$ cat src/rtl/core/vsll_pkg.sv
`default_nettype none

package vsll_pkg;

  localparam int ADC_W = 12;
  localparam int REQ_W = 7;
  localparam int MV_W = 16;
  localparam int CC_W = 8;
  localparam int CNT_W = 16;
  localparam int CFG_IDX_W = 3;
  localparam int CFG_DATA_W = 16;
  localparam int ADC_FULL_SCALE = 4095;

  localparam logic [1:0] CLASS_LOW = 2'd0;
  localparam logic [1:0] CLASS_HIGH = 2'd1;
  localparam logic [1:0] CLASS_BAND = 2'd2;

  localparam logic [CFG_IDX_W-1:0] REG_LOW_THRESHOLD = 3'd0;
  localparam logic [CFG_IDX_W-1:0] REG_HIGH_THRESHOLD = 3'd1;
  localparam logic [CFG_IDX_W-1:0] REG_LIMIT_CEILING = 3'd2;
  localparam logic [CFG_IDX_W-1:0] REG_CONFIRM_CYCLES = 3'd3;
  localparam logic [CFG_IDX_W-1:0] REG_PAUSE_DOWN_INIT = 3'd4;
  localparam logic [CFG_IDX_W-1:0] REG_PAUSE_UP_LOW = 3'd5;
  localparam logic [CFG_IDX_W-1:0] REG_PAUSE_UP_HIGH = 3'd6;
  localparam logic [CFG_IDX_W-1:0] REG_MAX_NO_NOMINAL = 3'd7;

  localparam logic [MV_W-1:0] RST_LOW_THRESHOLD = 16'd11000;
  localparam logic [MV_W-1:0] RST_HIGH_THRESHOLD = 16'd13000;
  localparam logic [REQ_W-1:0] RST_LIMIT_CEILING = 7'd10;
  localparam logic [CC_W-1:0] RST_CONFIRM_CYCLES = 8'd4;
  localparam logic [CNT_W-1:0] RST_PAUSE_DOWN_INIT = 16'd10;
  localparam logic [CNT_W-1:0] RST_PAUSE_UP_LOW = 16'd50;
  localparam logic [CNT_W-1:0] RST_PAUSE_UP_HIGH = 16'd20;
  localparam logic [CNT_W-1:0] RST_MAX_NO_NOMINAL = 16'd1000;

  typedef struct packed {
    logic [ADC_W-1:0] adc_sample;
    logic [REQ_W-1:0] required_step;
  } in_item_t;

  typedef struct packed {
    logic [MV_W-1:0]  filtered_mv;
    logic [1:0]       level_class;
    logic [REQ_W-1:0] curr_limit;
    logic             limit_moved;
    logic             no_nominal_error;
    logic [CNT_W-1:0] error_total;
  } out_item_t;

  typedef struct packed {
    logic [MV_W-1:0]  low_threshold_mv;
    logic [MV_W-1:0]  high_threshold_mv;
    logic [REQ_W-1:0] limit_ceiling;
    logic [CC_W-1:0]  confirm_cycles;
    logic [CNT_W-1:0] pause_down_init;
    logic [CNT_W-1:0] pause_up_after_low;
    logic [CNT_W-1:0] pause_up_after_high;
    logic [CNT_W-1:0] max_no_nominal;
  } cfg_t;

  typedef struct packed {
    logic [1:0]       level_class;
    logic [REQ_W-1:0] curr_limit;
    logic             limit_moved;
    logic             no_nominal_error;
    logic [CNT_W-1:0] error_total;
  } lvl_res_t;

endpackage

`default_nettype wire

$ cat src/rtl/core/vsll_mul.sv
`default_nettype none

module vsll_mul #(
  parameter int A_W = 25,
  parameter int B_W = 21
) (
  input  wire logic               clk,
  input  wire logic [A_W-1:0]     a,
  input  wire logic [B_W-1:0]     b,
  output logic      [A_W+B_W-1:0] p
);

  always_ff @(posedge clk) begin
    p <= (A_W+B_W)'(a) * (A_W+B_W)'(b);
  end

endmodule

`default_nettype wire

$ cat src/rtl/core/vsll_ring.sv
`default_nettype none

module vsll_ring #(
  parameter int AVG_DEPTH = 16,
  parameter int SUM_W = 16
) (
  input  wire logic                        clk,
  input  wire logic                        rst,
  input  wire logic                        wr,
  input  wire logic [vsll_pkg::ADC_W-1:0]  sample,
  output logic      [SUM_W-1:0]            sum
);

  import vsll_pkg::*;

  localparam int PTR_W = (AVG_DEPTH > 1) ? $clog2(AVG_DEPTH) : 1;

  logic [ADC_W-1:0] mem [AVG_DEPTH];
  logic [ADC_W-1:0] rdata;
  logic [ADC_W-1:0] old_sample;
  logic [PTR_W-1:0] ptr;
  logic             wrapped;

  // Entries are written in pointer order, so an entry holds data once the pointer has wrapped.
  assign old_sample = wrapped ? rdata : '0;

  always_ff @(posedge clk) begin
    rdata <= mem[ptr];
    if (wr) begin
      mem[ptr] <= sample;
    end
  end

  always_ff @(posedge clk) begin
    if (rst) begin
      ptr <= '0;
      wrapped <= 1'b0;
      sum <= '0;
    end else if (wr) begin
      sum <= sum - SUM_W'(old_sample) + SUM_W'(sample);
      if (ptr == PTR_W'(AVG_DEPTH - 1)) begin
        ptr <= '0;
        wrapped <= 1'b1;
      end else begin
        ptr <= ptr + PTR_W'(1);
      end
    end
  end

endmodule

`default_nettype wire

$ cat src/rtl/core/vsll_level.sv
`default_nettype none

module vsll_level (
  input  wire logic                       clk,
  input  wire logic                       rst,
  input  wire logic                       upd,
  input  wire vsll_pkg::cfg_t             cfg,
  input  wire logic [vsll_pkg::MV_W-1:0]  mv,
  input  wire logic [vsll_pkg::REQ_W-1:0] request,
  output vsll_pkg::lvl_res_t              res
);

  import vsll_pkg::*;

  logic [REQ_W-1:0] limit_reg, limit_next;
  logic [REQ_W-1:0] previous_request;
  logic [CC_W-1:0]  low_confirm_count, low_confirm_count_next;
  logic [CC_W-1:0]  high_confirm_count, high_confirm_count_next;
  logic [CNT_W-1:0] raise_pause, raise_pause_next, raise_dec;
  logic [CNT_W-1:0] lower_pause, lower_pause_next, lower_dec;
  logic [CNT_W-1:0] no_nominal_count, no_nominal_count_next, no_nominal_bump;
  logic [CNT_W-1:0] error_counter;
  logic [1:0]       cls;
  logic             step_up;
  logic             step_down;
  logic             err;
  logic [9:0]       sum_raw;

  always_comb begin
    if (mv < cfg.low_threshold_mv) begin
      cls = CLASS_LOW;
    end else if (mv > cfg.high_threshold_mv) begin
      cls = CLASS_HIGH;
    end else begin
      cls = CLASS_BAND;
    end

    raise_dec = (raise_pause != '0) ? raise_pause - CNT_W'(1) : raise_pause;
    lower_dec = (lower_pause != '0) ? lower_pause - CNT_W'(1) : lower_pause;
    no_nominal_bump = (no_nominal_count < cfg.max_no_nominal) ?
                      no_nominal_count + CNT_W'(1) : no_nominal_count;

    low_confirm_count_next = low_confirm_count;
    high_confirm_count_next = high_confirm_count;
    raise_pause_next = raise_dec;
    lower_pause_next = lower_dec;
    no_nominal_count_next = no_nominal_count;
    step_up = 1'b0;
    step_down = 1'b0;

    case (cls)
      CLASS_LOW: begin
        high_confirm_count_next = cfg.confirm_cycles;
        low_confirm_count_next = (low_confirm_count != '0) ?
                                 low_confirm_count - CC_W'(1) : low_confirm_count;
        if (low_confirm_count_next == '0 && raise_dec == '0 &&
            limit_reg < cfg.limit_ceiling) begin
          raise_pause_next = cfg.pause_down_init;
          lower_pause_next = cfg.pause_up_after_low;
          step_up = 1'b1;
        end
        no_nominal_count_next = no_nominal_bump;
      end
      CLASS_HIGH: begin
        low_confirm_count_next = cfg.confirm_cycles;
        high_confirm_count_next = (high_confirm_count != '0) ?
                                  high_confirm_count - CC_W'(1) : high_confirm_count;
        if (high_confirm_count_next == '0) begin
          no_nominal_count_next = '0;
          if (lower_dec == '0 && limit_reg != '0) begin
            raise_pause_next = cfg.pause_down_init;
            lower_pause_next = cfg.pause_up_after_high;
            step_down = 1'b1;
          end
        end else begin
          no_nominal_count_next = no_nominal_bump;
        end
      end
      default: begin
        low_confirm_count_next = cfg.confirm_cycles;
        high_confirm_count_next = cfg.confirm_cycles;
        no_nominal_count_next = no_nominal_bump;
      end
    endcase

    // Two's complement sum; the top bit marks a negative result.
    sum_raw = 10'(limit_reg) + 10'(request) + 10'(step_up)
            - 10'(step_down) - 10'(previous_request);
    if (sum_raw[9]) begin
      limit_next = '0;
    end else if (sum_raw[8:0] > 9'(cfg.limit_ceiling)) begin
      limit_next = cfg.limit_ceiling;
    end else begin
      limit_next = sum_raw[REQ_W-1:0];
    end

    err = (no_nominal_count_next >= cfg.max_no_nominal);

    res.level_class = cls;
    res.curr_limit = limit_next;
    res.limit_moved = (limit_next != limit_reg);
    res.no_nominal_error = err;
    res.error_total = err ? error_counter + CNT_W'(1) : error_counter;
  end

  always_ff @(posedge clk) begin
    if (rst) begin
      limit_reg <= '0;
      previous_request <= RST_LIMIT_CEILING;
      low_confirm_count <= RST_CONFIRM_CYCLES;
      high_confirm_count <= RST_CONFIRM_CYCLES;
      raise_pause <= '0;
      lower_pause <= '0;
      no_nominal_count <= '0;
      error_counter <= '0;
    end else if (upd) begin
      limit_reg <= limit_next;
      low_confirm_count <= low_confirm_count_next;
      high_confirm_count <= high_confirm_count_next;
      raise_pause <= raise_pause_next;
      lower_pause <= lower_pause_next;
      no_nominal_count <= no_nominal_count_next;
      error_counter <= res.error_total;
      if (!err) begin
        previous_request <= request;
      end
    end
  end

endmodule

`default_nettype wire

$ cat src/rtl/core/voltage_sag_load_limiter.sv
// A transaction accepted in the idle state runs through S_SUM, S_MA to S_MF and S_LVL; its result
// enters the output register when S_LVL fires, which a stalled output holds off. The input is taken
// again only back in idle. The single shared multiplier forms six products in turn.
// Reset (rst, synchronous) clears the sequencer, the averaging ring, the counters and the output
// valid flag, and loads every configuration register with its default value.
`default_nettype none

module voltage_sag_load_limiter #(
  parameter int AVG_DEPTH = 16,
  parameter int VREF_MV = 3300,
  parameter int DIVIDER_RATIO = 11
) (
  input  wire logic                            clk,
  input  wire logic                            rst,
  input  wire logic                            in_valid,
  output logic                                 in_stall,
  input  wire vsll_pkg::in_item_t              in_data,
  output logic                                 out_valid,
  input  wire logic                            out_stall,
  output vsll_pkg::out_item_t                  out_data,
  input  wire logic                            cfg_we,
  input  wire logic [vsll_pkg::CFG_IDX_W-1:0]  cfg_index,
  input  wire logic [vsll_pkg::CFG_DATA_W-1:0] cfg_data
);

  import vsll_pkg::*;

  localparam int SUM_W = ADC_W + $clog2(AVG_DEPTH);
  localparam int VREF_W = $clog2(VREF_MV + 1);
  localparam int DIV_W = $clog2(DIVIDER_RATIO + 1);
  localparam int D_W = $clog2(AVG_DEPTH + 1);
  localparam int P_W = ADC_W + VREF_W;
  localparam longint M1 = (longint'(1) << SUM_W) / AVG_DEPTH;
  localparam int M1_W = SUM_W + 1;
  localparam longint M2 = (longint'(1) << P_W) / ADC_FULL_SCALE;
  localparam int M2_W = $clog2(M2 + 1);
  localparam int A_W = (SUM_W > P_W) ? SUM_W : P_W;
  localparam int B0_W = (M1_W > M2_W) ? M1_W : M2_W;
  localparam int B1_W = (B0_W > VREF_W) ? B0_W : VREF_W;
  localparam int B2_W = (B1_W > ADC_W) ? B1_W : ADC_W;
  localparam int B3_W = (B2_W > DIV_W) ? B2_W : DIV_W;
  localparam int B_W = (B3_W > D_W) ? B3_W : D_W;
  localparam int PR_W = A_W + B_W;
  localparam int Q_W = (ADC_W > VREF_W) ? ADC_W : VREF_W;

  typedef enum logic [8:0] {
    S_IDLE = 9'b000000001,
    S_SUM  = 9'b000000010,
    S_MA   = 9'b000000100,
    S_MB   = 9'b000001000,
    S_MC   = 9'b000010000,
    S_MD   = 9'b000100000,
    S_ME   = 9'b001000000,
    S_MF   = 9'b010000000,
    S_LVL  = 9'b100000000
  } state_t;

  state_t           state, state_next;
  cfg_t             cfg;
  logic [ADC_W-1:0] sample_q;
  logic [REQ_W-1:0] request_q;
  logic [SUM_W-1:0] sum;
  logic [A_W-1:0]   mul_a;
  logic [B_W-1:0]   mul_b;
  logic [PR_W-1:0]  prod;
  logic [Q_W-1:0]   qest, qest_next;
  logic [P_W-1:0]   scaled, scaled_next;
  logic [SUM_W-1:0] rem1;
  logic [P_W-1:0]   rem2;
  logic [ADC_W-1:0] avg;
  logic [VREF_W-1:0] quot2;
  logic             in_fire;
  logic             lvl_fire;
  lvl_res_t         lvl_res;

  assign in_stall = (state != S_IDLE);
  assign in_fire = in_valid && !in_stall;
  assign lvl_fire = (state == S_LVL) && (!out_valid || !out_stall);

  vsll_ring #(
    .AVG_DEPTH(AVG_DEPTH),
    .SUM_W(SUM_W)
  ) u_ring (
    .clk(clk),
    .rst(rst),
    .wr(state == S_SUM),
    .sample(sample_q),
    .sum(sum)
  );

  vsll_mul #(
    .A_W(A_W),
    .B_W(B_W)
  ) u_mul (
    .clk(clk),
    .a(mul_a),
    .b(mul_b),
    .p(prod)
  );

  vsll_level u_level (
    .clk(clk),
    .rst(rst),
    .upd(lvl_fire),
    .cfg(cfg),
    .mv(prod[MV_W-1:0]),
    .request(request_q),
    .res(lvl_res)
  );

  // Both divisions use a reciprocal product, then one compare and add to correct the quotient.
  always_comb begin
    mul_a = '0;
    mul_b = '0;
    qest_next = qest;
    scaled_next = scaled;
    rem1 = sum - prod[SUM_W-1:0];
    rem2 = scaled - prod[P_W-1:0];
    avg = qest[ADC_W-1:0] + ADC_W'(rem1 >= SUM_W'(AVG_DEPTH));
    quot2 = qest[VREF_W-1:0] + VREF_W'(rem2 >= P_W'(ADC_FULL_SCALE));
    state_next = state;
    case (state)
      S_IDLE: begin
        if (in_fire) begin
          state_next = S_SUM;
        end
      end
      S_SUM: begin
        state_next = S_MA;
      end
      S_MA: begin
        mul_a = A_W'(sum);
        mul_b = B_W'(M1);
        state_next = S_MB;
      end
      S_MB: begin
        qest_next = Q_W'(prod[SUM_W +: ADC_W]);
        mul_a = A_W'(prod[SUM_W +: ADC_W]);
        mul_b = B_W'(AVG_DEPTH);
        state_next = S_MC;
      end
      S_MC: begin
        mul_a = A_W'(avg);
        mul_b = B_W'(VREF_MV);
        state_next = S_MD;
      end
      S_MD: begin
        scaled_next = prod[P_W-1:0];
        mul_a = A_W'(prod[P_W-1:0]);
        mul_b = B_W'(M2);
        state_next = S_ME;
      end
      S_ME: begin
        qest_next = Q_W'(prod[P_W +: VREF_W]);
        mul_a = A_W'(prod[P_W +: VREF_W]);
        mul_b = B_W'(ADC_FULL_SCALE);
        state_next = S_MF;
      end
      S_MF: begin
        mul_a = A_W'(quot2);
        mul_b = B_W'(DIVIDER_RATIO);
        state_next = S_LVL;
      end
      S_LVL: begin
        // The millivolt value is passed through unchanged so that it holds while the
        // output register is stalled.
        mul_a = A_W'(prod[MV_W-1:0]);
        mul_b = B_W'(1);
        if (lvl_fire) begin
          state_next = S_IDLE;
        end
      end
      default: begin
        state_next = S_IDLE;
      end
    endcase
  end

  always_ff @(posedge clk) begin
    if (rst) begin
      state <= S_IDLE;
    end else begin
      state <= state_next;
    end
  end

  always_ff @(posedge clk) begin
    qest <= qest_next;
    scaled <= scaled_next;
    if (in_fire) begin
      sample_q <= in_data.adc_sample;
      request_q <= in_data.required_step;
    end
  end

  always_ff @(posedge clk) begin
    if (rst) begin
      cfg.low_threshold_mv <= RST_LOW_THRESHOLD;
      cfg.high_threshold_mv <= RST_HIGH_THRESHOLD;
      cfg.limit_ceiling <= RST_LIMIT_CEILING;
      cfg.confirm_cycles <= RST_CONFIRM_CYCLES;
      cfg.pause_down_init <= RST_PAUSE_DOWN_INIT;
      cfg.pause_up_after_low <= RST_PAUSE_UP_LOW;
      cfg.pause_up_after_high <= RST_PAUSE_UP_HIGH;
      cfg.max_no_nominal <= RST_MAX_NO_NOMINAL;
    end else if (cfg_we) begin
      case (cfg_index)
        REG_LOW_THRESHOLD: cfg.low_threshold_mv <= cfg_data;
        REG_HIGH_THRESHOLD: cfg.high_threshold_mv <= cfg_data;
        REG_LIMIT_CEILING: cfg.limit_ceiling <= cfg_data[REQ_W-1:0];
        REG_CONFIRM_CYCLES: cfg.confirm_cycles <= cfg_data[CC_W-1:0];
        REG_PAUSE_DOWN_INIT: cfg.pause_down_init <= cfg_data;
        REG_PAUSE_UP_LOW: cfg.pause_up_after_low <= cfg_data;
        REG_PAUSE_UP_HIGH: cfg.pause_up_after_high <= cfg_data;
        REG_MAX_NO_NOMINAL: cfg.max_no_nominal <= cfg_data;
        default: begin
        end
      endcase
    end
  end

  always_ff @(posedge clk) begin
    if (rst) begin
      out_valid <= 1'b0;
    end else if (lvl_fire) begin
      out_valid <= 1'b1;
    end else if (!out_stall) begin
      out_valid <= 1'b0;
    end
  end

  always_ff @(posedge clk) begin
    if (lvl_fire) begin
      out_data.filtered_mv <= prod[MV_W-1:0];
      out_data.level_class <= lvl_res.level_class;
      out_data.curr_limit <= lvl_res.curr_limit;
      out_data.limit_moved <= lvl_res.limit_moved;
      out_data.no_nominal_error <= lvl_res.no_nominal_error;
      out_data.error_total <= lvl_res.error_total;
    end
  end

  a_accept_starts_work: assert property (@(posedge clk) disable iff (rst)
    in_fire |=> state == S_SUM)
    else $error("accepted transaction did not start the ring update");

  a_result_from_level: assert property (@(posedge clk) disable iff (rst)
    $rose(out_valid) |-> $past(state == S_LVL))
    else $error("output became valid without a level update");

  a_avg_remainder: assert property (@(posedge clk) disable iff (rst)
    state == S_MC |-> rem1 < SUM_W'(2 * AVG_DEPTH))
    else $error("average quotient estimate off by more than one");

  a_scale_remainder: assert property (@(posedge clk) disable iff (rst)
    state == S_MF |-> rem2 < P_W'(2 * ADC_FULL_SCALE))
    else $error("scaling quotient estimate off by more than one");

endmodule

`default_nettype wire

$ cat config.mk
export PLATFORM = sky130hd
export DESIGN_NAME = voltage_sag_load_limiter
export DESIGN_NICKNAME = d
export VERILOG_FILES = /design/src/rtl/core/vsll_pkg.sv /design/src/rtl/core/vsll_mul.sv /design/src/rtl/core/vsll_ring.sv /design/src/rtl/core/vsll_level.sv /design/src/rtl/core/voltage_sag_load_limiter.sv
export SDC_FILE = /design/constraint.sdc
export NUM_CORES = 2
export LEC_CHECK = 0
export ABC_AREA = 1
export BUFFER_PORTS_ARGS = -buffer_cell sky130_fd_sc_hd__buf_2
export CORE_MARGIN = 1
export CORE_UTILIZATION = 39
export CTS_CLUSTER_DIAMETER = 60
export DETAILED_ROUTE_END_ITERATION = 16
export GPL_TIMING_DRIVEN = 0
export PLACE_DENSITY_LB_ADDON = 0.08
export SKIP_CTS_REPAIR_TIMING = 1
export SKIP_LAST_GASP = 1
export SLEW_MARGIN = 20
export SYNTH_ARGS = -nofsm -noshare
export SYNTH_HDL_FRONTEND = slang
export SYNTH_HIERARCHICAL = 1
export SYNTH_SLANG_ARGS = --single-unit
$ cat constraint.sdc
create_clock -name clk -period 10.5 [get_ports clk]
set_input_delay 1.05 -clock clk [delete_from_list [all_inputs] [get_ports clk]]
set_output_delay 1.05 -clock clk [all_outputs]
set_load 0.02 [all_outputs]
# Word-level counts from Yosys, hierarchy flattened

Memories as Yosys holds them, arrays and structs flattened. A register that Yosys moved wholly into a read port is not among the register bits.
Cells that the tools add are included.

Register bits: 370
RAM bits: 192
Bits of input ports: 43
Logic and storage cells: 154
Memories: 1

Add/sub/neg operators: 17
Multiply operators: 1
Order comparisons: 8
Equality and inequality tests: 23
Multiplexer cells: 39
Bitwise gates (word level): 1
Reduce and logical (&&, ||, !) cells: 32

Memory list:

| name       | depth | width | rd ports | clocked after Yosys merged registers in | write ports | RTL line        | text |
|---|---|---|---|---|---|---|---|
| u_ring.mem | 16    | 12    | 1        | 1                                       | 1           | vsll_ring.sv:18 | `logic [ADC_W-1:0] mem [AVG_DEPTH];` |

Operators with widths:

| kind                  | number |
|---|---|
| $mux 16               | 12 |
| $pmux 24 s7           | 1 |
| $pmux 13 s7           | 1 |
| $pmux 9 s9            | 1 |
| $pmux 16 s2           | 2 |
| $mul 24x13->36        | 1 |
| $add 16x1->16 const B | 2 |
| $logic_not 16->1      | 2 |
| $lt 16x16->1          | 2 |
| $mux 8                | 4 |
| $reduce_bool 16->1    | 2 |
| $sub 16x1->16 const B | 2 |
| $add 12x1->12         | 2 |
| $ge 24x12->1 const B  | 1 |
| $pmux 12 s2           | 1 |
| $sub 24x24->24        | 1 |
| $reduce_and 2->1      | 11 |
| $mux 9                | 2 |
| $add 16x12->16        | 1 |
| $ge 16x16->1          | 1 |
| $ge 16x5->1 const B   | 1 |
| $gt 16x16->1          | 1 |
| $logic_not 8->1       | 2 |
| $reduce_bool 8->1     | 2 |
| 41 further kinds      | 63 |

# Longest topological paths before layout

Depth after elaboration: 14
Depth in mapped cells: 52
Mapped depth without buffers: 50

# Cells and area by module

Netlist, hierarchy kept.

Modules (own cells, without submodules):

| module                   | times used | cells each | area an instance (µm²) |
|---|---|---|---|
| vsll_mul                 | 1          | 2,026      | 14,924.3 |
| voltage_sag_load_limiter | 1          | 1,344      | 10,711.5 |
| vsll_ring                | 1          | 942        | 10,074.7 |
| vsll_level               | 1          | 1,559      | 9,668.0 |

# Worst setup path after synthesis

OpenSTA, ideal clock, no wires.

Path type: register to register
Start: reg u_mul.p[0]
End: reg u_mul/p[36] (netlist name)
Library setup time: 0.112 ns
Arrival: 7.876 ns
Required time: 10.388 ns
Slack: 2.512 ns
Cell stages (with the launch flop): 48
Buffers on the path: 2
Period minus slack after synthesis: 7.988 ns
Cell sequence: dfxtp_1 -> ha_1 -> inv_1 -> fa_1 -> nand3_1 -> nand3_1 -> nand2_1 -> nand2_2 -> xnor2_1 -> nor2_1 -> nand3_1 -> nand2_1 -> nor2_1 -> a21oi_1 -> ha_1 -> ha_1 -> nand2_1 -> nor3_1 -> (+12 left out) -> inv_1 -> fa_1 -> fa_1 -> inv_1 -> fa_1 -> inv_1 -> ha_1 -> nand2_1 -> inv_1 -> nand2_1 -> and2_1 -> nor2_1 -> nor2_1 -> nand2_2 -> nand2_1 -> nand2_1 -> nand2_1 -> nand2_1

RTL lines:

| item                     | RTL line       | text |
|---|---|---|
| start: declaration       | vsll_mul.sv:10 | `output logic [A_W+B_W-1:0] p` |
| start signal: assignment | vsll_mul.sv:14 | `p <= (A_W+B_W)'(a) * (A_W+B_W)'(b);` |

# Final worst setup path

Start: reg u_mul.p[10]
End: reg u_mul.p[34]

Cells in the longest elaborated chain, start to end: 5

Ends and longest elaborated chain:

| item                                                    | RTL line                                                         | text |
|---|---|---|
| $sub 24x24->24 / $sub 16x16->16 (equally long branches) | voltage_sag_load_limiter.sv:118, voltage_sag_load_limiter.sv:117 |  |
| $ge 24x12->1 / $ge 16x5->1 (equally long branches)      | voltage_sag_load_limiter.sv:120, voltage_sag_load_limiter.sv:119 |  |
| $add 12x1->12 (on tied branches)                        | voltage_sag_load_limiter.sv:120, voltage_sag_load_limiter.sv:119 |  |
| $pmux 24 s7 (*)                                         | voltage_sag_load_limiter.sv:122                                  | `case (state)` |
| via mul_a[7]                                            | voltage_sag_load_limiter.sv:63                                   | `logic [A_W-1:0] mul_a;` |
| $mul 24x13->36 (*)                                      | vsll_mul.sv:14                                                   |  |

Mark *: on every way through the listed nets, which the timed path passes. The rest lies on a longest branch.
A chain may end at the register's enable or synchronous reset.

==> metrics.txt <==
final hold violations 0; commonest cells after routing, fill and taps aside nand2_1 (1,342), inv_1 (1,149), nor2_1 (521); Worst setup SP type flip-flop; Vias/cell 4.951; max_cap viols 0; worst hold path type flip-flop to flip-flop; gr usage total 0.2432; number of buffers created by CTS 80; delay-heaviest family, CP adder cells; unrepaired setup endpoints after global routing false; top flop regs u_ring/mem: 192 flops, cfg: 111 flops, out_data: 43 flops; # IOs 88; TritonRoute pass-1 iters 7; post-route ant nets 0; initial antenna violation count 3; largest net degree at the start of global routing 25; Cell Area, Synth 44,440 um^2; Max stage delay on crit path 0.60 ns; Site Rows 123; number of buffers and inverters on the critical path 10; actual slew at the worst max-slew pin 1.143 ns; grt ovf 0; Synth warnings 6; Final Cycle Share 0.9482; Final Skew 0.05868 ns; reg2reg path depth 42; arrival time at the worst endpoint 10.47 ns; post-synthesis cell count 5,727; vias 37.04k; vias in the first global route 36.12k; max-slew violations 0; VDD IR max 127.5 uV; crit path max fanout 10; core area 112,800 um^2; final setup violation count 0; clock-pin slew on the worst setup and hold paths 0.05 ns; Layout area overhead 11.84%; f_max 0.1004 GHz; Leak Pwr 0.02458 uW; Largest register FFs 192; CTS tree built; die area 115,300 um^2; CP Capture Type flip-flop; share of layout cells above drive strength 1 0.07341; fin util 0.4406; Top reg by flops u_ring/mem; port bufs 80; hold slack final 0.4294 ns; DIE HEIGHT 339.6 um; H-tree depth 3; Period minus WS final 9.956 ns; clock root buffer clkbuf_16; DP Area 46,960 um^2; die width 339.6 um; nets 6,555; status complete, no violations; final instance area 49,700 um^2; P per Cell Area 113.6 nW/um^2; Iter 0 DRT Violations 2,724; fill count 11.52k; Initial Util 0.3940; CP required 11.01 ns; Post-DP HPWL 109,800 um; first-pass GRT wire length 215,200 um; Skew-Pair Late Insertion Delay 0.66 ns; gpl congestion 0.9195; Stages on worst setup path 42; CTS max path bufs 3; CP Class flip-flop to flip-flop; synthesized area per cell 7.760 um^2; Reg area 14,400 um^2; drt wl/cell 18.77 um; DRC Markers 0; Sinks on Clock Net 574; Crit-path slowest cell fa_1; TNS Setup 0 ns; Multi-input gate area 24,730 um^2; WL final 140,400 um; most common cell after layout, fill and taps aside nand2_1; Rel. slew slack 0.2312; most frequent CP cell nand2_1; Worst Hold Depth 0
-- power breakdown --
group / switching [uW] / internal, uW
Clock: 1130 / 1620
Combinational: 308 / 152
Sequential: 41.7 / 2390
Total: 1480 / 4160
-- through the flow --
stage	power [uW]	worst slack, ns	std cells
final	5646	0.5436	7481
after global routing	5870	0.001471	7480
after CTS	5714	0.1813	7480
after detailed placement	2931	0.2400	7331
after global placement	2926	0.2649	7325
after floorplan	2780	2.525	5745
-- layer usage --
layer / global-route usage / wire length (um) / vias up
met1: 0.3389 / 64730 / 17730
met4: 0.06306 / 3414 / 2
li1: - / - / 18180
met2: 0.3931 / 64100 / 961
met3: 0.03679 / 8164 / 166
met5: 0 / 10 / -
-- final timing paths --
| kind | startpoint | endpoint | slack, ns |
|---|---|---|---|
| max | u_mul/p[10] | u_mul/p[34] | 0.54 |
| min reg2reg | u_mul/p[20] | scaled[20] | 0.43 |
| min | u_mul/p[20] | scaled[20] | 0.43 |
| max reg2reg | u_mul/p[10] | u_mul/p[34] | 0.54 |
-- layout make-up --
| class | instances | area share |
|---|---|---|
| sequential | 574 | 0.2897 |
| buffer | 220 | 0.02054 |
| inverter | 1181 | 0.08924 |
| clock buffer | 93 | 0.04229 |
| multi-input combinational | 3770 | 0.4976 |
| timing repair buffer | 86 | 0.01027 |
| antenna | 1 | 0.00005035 |
| tap | 1500 | 0.03776 |
| clock inverter | 56 | 0.01256 |
Note: power is estimated with default switching activity, not from simulation.
